==> config.mk <==
export PLATFORM = sky130hd
export DESIGN_NAME = trial_division_prime_counter
export DESIGN_NICKNAME = d
export VERILOG_FILES = /design/src/rtl/core/tdpc_pkg.sv /design/src/rtl/core/tdpc_front.sv /design/src/rtl/core/tdpc_mod.sv /design/src/rtl/core/tdpc_back.sv /design/src/rtl/core/trial_division_prime_counter.sv
export SDC_FILE = /design/constraint.sdc
export NUM_CORES = 1
export LEC_CHECK = 0
export ABC_AREA = 1
export BUFFER_PORTS_ARGS = -buffer_cell sky130_fd_sc_hd__clkbuf_2
export CAP_MARGIN = 15
export CORE_ASPECT_RATIO = 1.2
export CORE_MARGIN = 2
export CORE_UTILIZATION = 30
export DETAILED_ROUTE_END_ITERATION = 8
export GPL_TIMING_DRIVEN = 0
export HOLD_SLACK_MARGIN = 0.12
export SLEW_MARGIN = 10
export SYNTH_ARGS = -nofsm -noshare
export SYNTH_HDL_FRONTEND = slang
export SYNTH_SLANG_ARGS = --single-unit
==> constraint.sdc <==
create_clock -name clk -period 9.85 [get_ports clk]
set_input_delay 1.97 -clock clk [delete_from_list [all_inputs] [get_ports clk]]
set_output_delay 1.97 -clock clk [all_outputs]
set_load 0.01 [all_outputs]
==> src/rtl/core/tdpc_pkg.sv <==
// Shared types and constants for the trial-division prime counter.
// No dependencies; imported by every module of the block.
package tdpc_pkg;

	// Field and datapath widths
	localparam int VALUE_BITS  = 32;
	localparam int COUNT_BITS  = 32;
	localparam int TOTAL_BITS  = 32;
	localparam int DIV_BITS    = VALUE_BITS / 2;
	localparam int DSQ_BITS    = VALUE_BITS;
	localparam int RADIX_BITS  = 4;
	localparam int MOD_STEPS   = VALUE_BITS / RADIX_BITS;
	localparam int STEP_BITS   = $clog2(MOD_STEPS);
	localparam int FIFO_DEPTH  = 2;
	localparam int FIFO_PTR_W  = $clog2(FIFO_DEPTH);
	localparam int FIFO_CNT_W  = $clog2(FIFO_DEPTH + 1);

	localparam logic [COUNT_BITS-1:0] COUNT_MAX = '1;
	localparam logic [DIV_BITS-1:0]   FIRST_DIV = DIV_BITS'(3);
	localparam logic [DSQ_BITS-1:0]   FIRST_DSQ = DSQ_BITS'(9);

	// One input word
	typedef struct packed {
		logic signed [VALUE_BITS-1:0] value;
		logic                         last;
	} item_t;

	// One result word
	typedef struct packed {
		logic                  is_prime;
		logic [TOTAL_BITS-1:0] prime_total;
		logic                  set_done;
	} result_t;

	// Front-end classification of a value
	typedef enum logic [1:0] {
		CLS_NOT_PRIME = 2'd0,
		CLS_PRIME     = 2'd1,
		CLS_TEST      = 2'd2
	} cls_t;

	// Queue entry between front and back
	typedef struct packed {
		logic [VALUE_BITS-1:0] n;
		logic                  last;
		cls_t                  cls;
	} task_t;

	// Remainder unit status
	typedef struct packed {
		logic done;
		logic rem_zero;
	} mod_stat_t;

endpackage

==> src/rtl/core/tdpc_front.sv <==
// Front end: accepts input words, classifies each value, and queues it.
// Depends on tdpc_pkg.
module tdpc_front
	import tdpc_pkg::*;
(
	input  logic  clk,
	input  logic  arst_n,
	input  logic  item_valid,
	output logic  item_ready,
	input  item_t item,
	output logic  head_valid,
	output task_t head,
	input  logic  pop
);

	task_t                 fifo_q [FIFO_DEPTH];
	logic [FIFO_PTR_W-1:0] wr_ptr_q;
	logic [FIFO_PTR_W-1:0] rd_ptr_q;
	logic [FIFO_CNT_W-1:0] cnt_q;
	task_t                 entry;
	logic                  push;
	logic                  do_pop;

	// Classify: negative, 0, 1 and even values other than 2 need no test
	always_comb begin
		entry.n    = item.value;
		entry.last = item.last;
		if (item.value[VALUE_BITS-1] || (item.value[VALUE_BITS-1:1] == '0)) begin
			entry.cls = CLS_NOT_PRIME;
		end else if (item.value == VALUE_BITS'(2)) begin
			entry.cls = CLS_PRIME;
		end else if (!item.value[0]) begin
			entry.cls = CLS_NOT_PRIME;
		end else begin
			entry.cls = CLS_TEST;
		end
	end

	assign item_ready = (cnt_q != FIFO_CNT_W'(FIFO_DEPTH));
	assign push       = item_valid && item_ready;
	assign head_valid = (cnt_q != '0);
	assign do_pop     = pop && head_valid;
	assign head       = fifo_q[rd_ptr_q];

	// Queue storage
	always_ff @(posedge clk) begin
		if (push) begin
			fifo_q[wr_ptr_q] <= entry;
		end
	end

	// Queue pointers and fill count
	always_ff @(posedge clk or negedge arst_n) begin
		if (!arst_n) begin
			wr_ptr_q <= '0;
			rd_ptr_q <= '0;
			cnt_q    <= '0;
		end else begin
			if (push) begin
				wr_ptr_q <= wr_ptr_q + 1'b1;
			end
			if (do_pop) begin
				rd_ptr_q <= rd_ptr_q + 1'b1;
			end
			if (push && !do_pop) begin
				cnt_q <= cnt_q + 1'b1;
			end else if (do_pop && !push) begin
				cnt_q <= cnt_q - 1'b1;
			end
		end
	end

endmodule

==> src/rtl/core/tdpc_mod.sv <==
// Iterative remainder unit: dividend mod divisor, RADIX_BITS quotient bits per cycle.
// Depends on tdpc_pkg.
module tdpc_mod
	import tdpc_pkg::*;
(
	input  logic                  clk,
	input  logic                  arst_n,
	input  logic                  start,
	input  logic [VALUE_BITS-1:0] dividend,
	input  logic [DIV_BITS-1:0]   divisor,
	output mod_stat_t             stat
);

	logic [VALUE_BITS-1:0] dvd_q;
	logic [DIV_BITS-1:0]   rem_q;
	logic [STEP_BITS-1:0]  step_q;
	logic                  busy_q;
	logic                  done_q;
	logic [VALUE_BITS-1:0] dvd_nxt;
	logic [DIV_BITS-1:0]   rem_nxt;

	// RADIX_BITS restoring steps; remainder stays below the divisor
	always_comb begin
		logic [DIV_BITS:0] t;
		rem_nxt = rem_q;
		dvd_nxt = dvd_q;
		for (int i = 0; i < RADIX_BITS; i++) begin
			t       = {rem_nxt, dvd_nxt[VALUE_BITS-1]};
			dvd_nxt = {dvd_nxt[VALUE_BITS-2:0], 1'b0};
			if (t >= {1'b0, divisor}) begin
				rem_nxt = DIV_BITS'(t - {1'b0, divisor});
			end else begin
				rem_nxt = t[DIV_BITS-1:0];
			end
		end
	end

	// Datapath
	always_ff @(posedge clk) begin
		if (start) begin
			dvd_q <= dividend;
			rem_q <= '0;
		end else if (busy_q) begin
			dvd_q <= dvd_nxt;
			rem_q <= rem_nxt;
		end
	end

	// Step counter and completion flag
	always_ff @(posedge clk or negedge arst_n) begin
		if (!arst_n) begin
			busy_q <= 1'b0;
			done_q <= 1'b0;
			step_q <= '0;
		end else begin
			done_q <= 1'b0;
			if (start) begin
				busy_q <= 1'b1;
				step_q <= '0;
			end else if (busy_q) begin
				step_q <= step_q + 1'b1;
				if (step_q == STEP_BITS'(MOD_STEPS - 1)) begin
					busy_q <= 1'b0;
					done_q <= 1'b1;
				end
			end
		end
	end

	assign stat.done     = done_q;
	assign stat.rem_zero = (rem_q == '0);

endmodule

==> src/rtl/core/tdpc_back.sv <==
// Back end: trial-division sequencer, running prime count and output register.
// Depends on tdpc_pkg and tdpc_mod.
module tdpc_back
	import tdpc_pkg::*;
(
	input  logic    clk,
	input  logic    arst_n,
	input  logic    head_valid,
	input  task_t   head,
	output logic    pop,
	output logic    result_valid,
	input  logic    result_ready,
	output result_t result
);

	typedef enum logic [3:0] {
		ST_IDLE  = 4'b0001,
		ST_CHECK = 4'b0010,
		ST_DIV   = 4'b0100,
		ST_DONE  = 4'b1000
	} state_t;

	state_t                state_q;
	logic [VALUE_BITS-1:0] n_q;
	logic                  last_q;
	logic                  prime_q;
	logic [DIV_BITS-1:0]   d_q;
	logic [DSQ_BITS-1:0]   dsq_q;
	logic [COUNT_BITS-1:0] count_q;
	logic                  out_valid_q;
	result_t               out_q;

	logic                  out_free;
	logic                  emit;
	logic                  emit_prime;
	logic                  emit_last;
	logic                  mod_start;
	logic [COUNT_BITS-1:0] count_nxt;
	mod_stat_t             mod_stat;

	tdpc_mod u_mod (
		.clk      (clk),
		.arst_n   (arst_n),
		.start    (mod_start),
		.dividend (n_q),
		.divisor  (d_q),
		.stat     (mod_stat)
	);

	assign out_free = !out_valid_q || result_ready;

	// Control decode
	always_comb begin
		pop        = 1'b0;
		emit       = 1'b0;
		emit_prime = 1'b0;
		emit_last  = 1'b0;
		mod_start  = 1'b0;
		unique case (state_q)
			ST_IDLE: begin
				if (head_valid) begin
					if (head.cls == CLS_TEST) begin
						pop = 1'b1;
					end else if (out_free) begin
						pop        = 1'b1;
						emit       = 1'b1;
						emit_prime = (head.cls == CLS_PRIME);
						emit_last  = head.last;
					end
				end
			end
			ST_CHECK: begin
				mod_start = (dsq_q <= n_q);
			end
			ST_DIV: begin
			end
			ST_DONE: begin
				if (out_free) begin
					emit       = 1'b1;
					emit_prime = prime_q;
					emit_last  = last_q;
				end
			end
			default: begin
			end
		endcase
	end

	// Saturating count including this word
	assign count_nxt = (emit_prime && (count_q != COUNT_MAX)) ? count_q + 1'b1 : count_q;

	// Sequencer
	always_ff @(posedge clk or negedge arst_n) begin
		if (!arst_n) begin
			state_q <= ST_IDLE;
		end else begin
			unique case (state_q)
				ST_IDLE: begin
					if (head_valid && (head.cls == CLS_TEST)) begin
						state_q <= ST_CHECK;
					end
				end
				ST_CHECK: begin
					state_q <= mod_start ? ST_DIV : ST_DONE;
				end
				ST_DIV: begin
					if (mod_stat.done) begin
						state_q <= mod_stat.rem_zero ? ST_DONE : ST_CHECK;
					end
				end
				ST_DONE: begin
					if (out_free) begin
						state_q <= ST_IDLE;
					end
				end
				default: begin
					state_q <= ST_IDLE;
				end
			endcase
		end
	end

	// Trial divisor, its square and the verdict
	always_ff @(posedge clk) begin
		if (state_q == ST_IDLE) begin
			n_q    <= head.n;
			last_q <= head.last;
			d_q    <= FIRST_DIV;
			dsq_q  <= FIRST_DSQ;
		end
		if ((state_q == ST_CHECK) && !mod_start) begin
			prime_q <= 1'b1;
		end
		if ((state_q == ST_DIV) && mod_stat.done) begin
			if (mod_stat.rem_zero) begin
				prime_q <= 1'b0;
			end else begin
				// (d + 2)^2 = d^2 + 4d + 4
				d_q   <= d_q + DIV_BITS'(2);
				dsq_q <= dsq_q + DSQ_BITS'({d_q, 2'b00}) + DSQ_BITS'(4);
			end
		end
	end

	// Running count
	always_ff @(posedge clk or negedge arst_n) begin
		if (!arst_n) begin
			count_q <= '0;
		end else if (emit) begin
			count_q <= emit_last ? '0 : count_nxt;
		end
	end

	// Output register
	always_ff @(posedge clk or negedge arst_n) begin
		if (!arst_n) begin
			out_valid_q <= 1'b0;
		end else if (emit) begin
			out_valid_q <= 1'b1;
		end else if (result_ready) begin
			out_valid_q <= 1'b0;
		end
	end

	always_ff @(posedge clk) begin
		if (emit) begin
			out_q.is_prime    <= emit_prime;
			out_q.prime_total <= TOTAL_BITS'(count_nxt);
			out_q.set_done    <= emit_last;
		end
	end

	assign result_valid = out_valid_q;
	assign result       = out_q;

endmodule

==> src/rtl/core/trial_division_prime_counter.sv <==
// Top level of the trial-division prime counter.
// Depends on tdpc_pkg, tdpc_front and tdpc_back.
//
//   channel | signals                           | word
//   input   | item_valid, item_ready, item      | item_t   {value, last}
//   output  | result_valid, result_ready, result| result_t {is_prime, prime_total, set_done}
//
// Negative, 0, 1, 2 and even values go from the queue head into the output register once it is free.
// Other odd values are tried against odd divisors (3, 5, ... while d*d <= value) until one divides,
// each trial run by the remainder unit retiring 4 quotient bits a cycle.
// Words are tested one at a time; a 2-deep queue keeps the input taking words meanwhile.
// arst_n clears the queue, the sequencer, the count and the output valid.
// A stalled output holds the back end; the queue keeps accepting until full.
module trial_division_prime_counter
	import tdpc_pkg::*;
(
	input  logic    clk,
	input  logic    arst_n,
	input  logic    item_valid,
	output logic    item_ready,
	input  item_t   item,
	output logic    result_valid,
	input  logic    result_ready,
	output result_t result
);

	logic  head_valid;
	task_t head;
	logic  pop;

	tdpc_front u_front (
		.clk        (clk),
		.arst_n     (arst_n),
		.item_valid (item_valid),
		.item_ready (item_ready),
		.item       (item),
		.head_valid (head_valid),
		.head       (head),
		.pop        (pop)
	);

	tdpc_back u_back (
		.clk          (clk),
		.arst_n       (arst_n),
		.head_valid   (head_valid),
		.head         (head),
		.pop          (pop),
		.result_valid (result_valid),
		.result_ready (result_ready),
		.result       (result)
	);

endmodule

; Word-level counts from Yosys, hierarchy flattened
; Memories as Yosys holds them, arrays and structs flattened.
; Cells that the tools add are included.
[word_totals]
reg_bits = 210
ram_bits = 70
input_bits = 37
out_inout_bits = 36
elab_cells = 130
memories = 1
[mem_list]
columns = memory, words, width, rd, rd_clocked_by_memory_dff, wr, line_no
row1 = u_front.fifo_q, 2, 35, 1, 0, 1, tdpc_front.sv:16  ; task_t fifo_q [FIFO_DEPTH];
[op_classes]
add_sub_neg = 13
order_cmp = 5
eq_ne = 13
muxes = 58
n_reduce_logical = 21
[ops]
columns = operator, count
row1 = $mux 32, 7
row2 = $mux 16, 7
row3 = $ge 17x16->1, 4
row4 = $sub 16x16->16, 4
row5 = $add 32x1->32 const B, 1
row6 = $add 32x18->32, 1
row7 = $add 32x3->32 const B, 1
row8 = $eq 32x3->1 const B, 1
row9 = $le 32x32->1, 1
row10 = $ne 32x32->1 const B, 1
row11 = $logic_not 31->1, 1
row12 = $mux 1, 28
row13 = $mux 4, 5
row14 = $add 16x2->16 const B, 1
row15 = $logic_not 16->1, 1
row16 = $pmux 4 s4, 1
row17 = $mux 2, 5
row18 = $logic_and 1x1->1, 8
row19 = $reduce_bool 2->1, 4
row20 = $mux 3, 2
row21 = $pmux 1 s2, 3
row22 = $eq 4x1->1 const B, 1
row23 = $eq 4x2->1 const B, 1
row24 = $eq 4x3->1 const B, 1
row25 = 13 further kinds, 20

; Depth between registers and ports, before layout
[depth]
depth_word = 10
depth_mapped = 53
ltp_nobuf = 51

; By module
; Synthesis repeated with hierarchy kept, for this count alone.
[unflattened]
hier_cells = 2294
hier_area_um2 = 18009.8
[by_module_without_submodules]
columns = module, n_inst, cells_per_inst, area_per_inst_um2, seq_area_each_um2
row1 = tdpc_back, 1, 1103, 8836.0, 3950.0
row2 = tdpc_mod, 1, 949, 6254.7, 1406.3
row3 = tdpc_front, 1, 242, 2919.0, 2202.1

; Least setup slack after synthesis
; No wires, ideal clock.
[synth_path]
path_type = reg2reg
from = register u_back.d_q[1]
to = register u_back.u_mod.rem_q[14]
setup_time_ns = 0.114
t_arrival_ns = 7.019
t_required_ns = 9.736
slack_ns = 2.717
path_stages_with_launch = 50
path_buffers = 3
period_less_slack_ns = 7.133
path_cell_list = dfxtp_1 inv_1 ha_1 nand2_1 inv_2 nand3_1 nand3_2 nand2_2 nand2_2 nand2_2 nand2_4 clkbuf_1 o21ai_0 inv_1 ha_1 nand2_1 o21ai_0 inv_1 (+14 left out) nand3_1 nand2_1 a211oi_4 clkbuf_1 nand3_1 nand2_1 inv_1 ha_1 a21oi_1 o21ai_0 a21oi_1 o21ai_0 a21boi_0 o21ai_0 xnor2_1 nand2_1 nand3_1 nand2_1
[synth_via]
elab_chain_cells = 8
word_cells_on_any_way = 12
classes_between = add/sub: 4 / order compare: 4 / mux: 4
[synth_rtl]
columns = element, line_no
row1 = from (decl), tdpc_back.sv:27  ; logic [DIV_BITS-1:0] d_q;
row2 = from (signal assigned), tdpc_back.sv:139  ; d_q <= d_q + DIV_BITS'(2);
row3 = $sub 16x16->16 / $ge 17x16->1 (equally long branches), "tdpc_mod.sv:31, tdpc_mod.sv:30"
row4 = $mux 16, tdpc_mod.sv:30  ; if (t >= {1'b0, divisor}) begin
row5 = $sub 16x16->16 / $ge 17x16->1 (equally long branches), "tdpc_mod.sv:31, tdpc_mod.sv:30"
row6 = $mux 16, tdpc_mod.sv:30
row7 = $sub 16x16->16 / $ge 17x16->1 (equally long branches), "tdpc_mod.sv:31, tdpc_mod.sv:30"
row8 = $mux 16, tdpc_mod.sv:30
row9 = $sub 16x16->16 / $ge 17x16->1 (equally long branches), "tdpc_mod.sv:31, tdpc_mod.sv:30"
row10 = $mux 16 (*), tdpc_mod.sv:30
row11 = to (signal assigned), tdpc_mod.sv:45  ; rem_q <= rem_nxt;
row12 = to (decl), tdpc_mod.sv:15  ; logic [DIV_BITS-1:0] rem_q;
; Mark *: on every way between the ends. The rest lies on a longest branch, timed or not.
; A chain may end at the register's enable or synchronous reset.

; Worst setup path after layout
[layout_path]
from = register u_back.d_q[1]
to = register u_back.u_mod.rem_q[11]
; The elaborated chain is that of the path after synthesis.

==> reports/metrics.yaml <==
status: "finished, final reports clean"
cts_max_path_buffers: 3
tns_ns: 0
drc_errors: 0
diodes: 0
clk_pin_slew_worst_paths_ns: 0.07
grt_pass1_vias: 14148
dp.final_hpwl_mm: 35.11
final_nets: 2385
cp-end-kind: "register"
postSynth.asyncResetShare_pct: 16.43
path_class: "register to register"
setup_violations: 0
fmax_mhz: 111.7
hold_path.class: "register to register"
final_common_cell: "nand2_1"
cts_tree: "built"
relSlewSlack_pct: 43.51
drv_cap: 0
vias: 14142
seqCellArea_mm2: 0.007559
fin_crit_ns: 8.951
finalCritPeriodShare_pct: 90.88
grt_usage_pct: 15.10
tightest_slew_ns: 0.8444
worst_path_largest_cell_delay_ns: 0.60
die_w_um: 222.9
syn_inst: 2099
ys_seq_area_share_pct: 43.80
finalWirelength_mm: 44.96
ios: 73
synthesis.nets: 2274
start_util_pct: 30.25
crit_required_ns: 10.35
die_y_um: 266.7
yosysUniqueCellTypes: 62
hold_viol: 0
final_antenna_net_count: 0
synth-warning-count: 0
gp_congestion: 0.9099
cp-start-kind: "register"
antenna_found_initial: 0
post_drt_wl_per_cell_um: 15.16
cts_htree_levels: 1
multi_input_area_mm2: 0.008407
grt_pass1_wl_mm: 72.28
place.port_buffers: 72
overflow: 0
final_cell_mix: "557 x nand2_1, 280 x inv_1, 172 x edfxtp_1, 141 x nand3_1, 133 x ha_1"
worstPathArrival_ns: 9.45
cts_buffers: 28
routed_via_density: 4.768
num_rows: 96
first_pass_iters: 5
nFillCells: 5847
fin_skew_ns: 0.01244
cts_sinks: 280
synth.cell_area_mm2: 0.01726
core_region_area_mm2: 0.05705
worstSkewPairLatency_ns: 0.56
drive_gt1_share_pct: 9.234
drt_iter0_drc: 764
dieArea_mm2: 0.05946
crit_slowest_cell: "dfxtp_1"
cp_max_fo: 10
critPathMostFrequentCell: "nand2_1"
synth_flop_cell: "edfxtp_1"
grt_max_degree: 35
area.growth.synth_to_final_pct: 13.88
slew_viol_final: 0
ys_ff_latch: 280
synth_edf_count: 172
syn_area_per_cell_um2: 8.221
cts_root_buf: "clkbuf_16"
rsz0062_at_grt: "no"
final cells by class:
cell class | count | share of cell area, %
buffer | 44 | 1.025
clock buffer | 32 | 3.750
clock inverter | 19 | 1.095
inverter | 296 | 5.679
multi-input combinational | 1479 | 42.78
sequential | 280 | 38.46
tap | 735 | 4.679
timing repair buffer | 81 | 2.534
layer usage:
layer,vias up,wire [µm],GRT usage (%)
met3,87,1496,1.431
met1,6575,18810,17.48
met5,-,0,0
li1,7213,-,-
met4,0,1959,6.657
met2,267,22700,28.17
registers in the layout, summed over array words and instances, names as in the netlist:
name / cells
u_front.fifo_q: 70
u_back.result: 34
u_back.count_q: 32
u_back.dsq_q: 32
u_back.n_q: 32
u_back.u_mod.dvd_q: 32
u_back.d_q: 16
u_back.u_mod.rem_q: 16
u_back.state_q: 4
u_back.u_mod.step_q: 3
u_front.cnt_q: 2
u_back.last_q: 1
u_back.prime_q: 1
u_back.result_valid: 1
u_back.u_mod.busy_q: 1
u_back.u_mod.done_q: 1
u_front.rd_ptr_q: 1
u_front.wr_ptr_q: 1
cells in the mapped netlist, types with 8 or more instances:
cell type | number | area (µm²)
dfrtp_1 | 45 | 1126
a21o_1 | 9 | 67.56
nand2_2 | 12 | 75.07
o211ai_1 | 8 | 60.06
inv_1 | 281 | 1055
a21oi_1 | 100 | 500.5
xor2_1 | 52 | 455.4
edfxtp_1 | 172 | 5165
ha_1 | 133 | 1664
a31oi_1 | 11 | 68.82
xnor2_1 | 34 | 297.8
nor2_1 | 133 | 499.2
nor3_1 | 25 | 125.1
nor4_1 | 25 | 156.4
nand2_1 | 558 | 2095
dfxtp_1 | 62 | 1241
nand4_1 | 26 | 162.7
nand3_1 | 141 | 705.7
o21ai_1 | 17 | 85.08
clkbuf_1 | 29 | 108.9
inv_2 | 13 | 48.80
o21ai_0 | 114 | 570.6
through the flow:
step / instances / instance area (µm²) / hold slack [ns] / setup WS, ns / util, %
finish: 2966 / 19650 / 0.4847 / 0.8986 / 34.45
global route: 2966 / 19650 / 0.5132 / 0.04112 / 34.45
CTS: 2962 / 19620 / 0.4855 / 0.5041 / 34.38
detailed placement: 2911 / 18660 / 0.4692 / 0.5451 / 32.71
global placement: 2906 / 18540 / 0.4623 / 0.6876 / 32.49
floorplan: 2099 / 17260 / 0.4459 / 2.717 / -
repair_timing:
action / in CTS / in global routing
buffers inserted: 0 / 4
hold buffers: 0 / 0
gates resized for setup: 0 / 11
setup endpoints to repair: 0 / 16
critical path, delay by kind of cell, from the launching register on:
family / cells / cell delay, ns
AO/OA/AOI/OAI: 11 / 2.62
buffers and inverters: 9 / 1.60
AND/OR/NAND/NOR: 25 / 2.72
adder cells (fa/ha/maj): 4 / 1.37
flip-flops: 1 / 0.60
cell families after synthesis:
family,Yosys count,synth area share (%)
flip-flops,280,43.80
buffers and inverters,340,7.584
AO/OA/AOI/OAI,295,9.607
adder cells (fa/ha/maj),138,10.22
AND/OR/NAND/NOR,958,24.23
XOR/XNOR,88,4.553
path summary, 6_finish.rpt:
kind | startpoint | to | slack, ns | cells after the start
setup / recovery | u_back.d_q[1] | u_back.u_mod.rem_q[11] | 0.90 | 49
hold reg to reg | u_back.u_mod.step_q[2] | u_back.u_mod.step_q[2] | 0.48 | 2
setup reg to reg | u_back.d_q[1] | u_back.u_mod.rem_q[11] | 0.90 | 49
min in group asynchronous | arst_n | u_back.count_q[22] | 1.36 | 1
max in group asynchronous | arst_n | u_back.state_q[0] | 7.88 | 2
hold / removal | u_back.u_mod.step_q[2] | u_back.u_mod.step_q[2] | 0.48 | 2
Power is not shown: default switching activity piles up to over one toggle a cycle in this logic, so the estimate is an artifact.
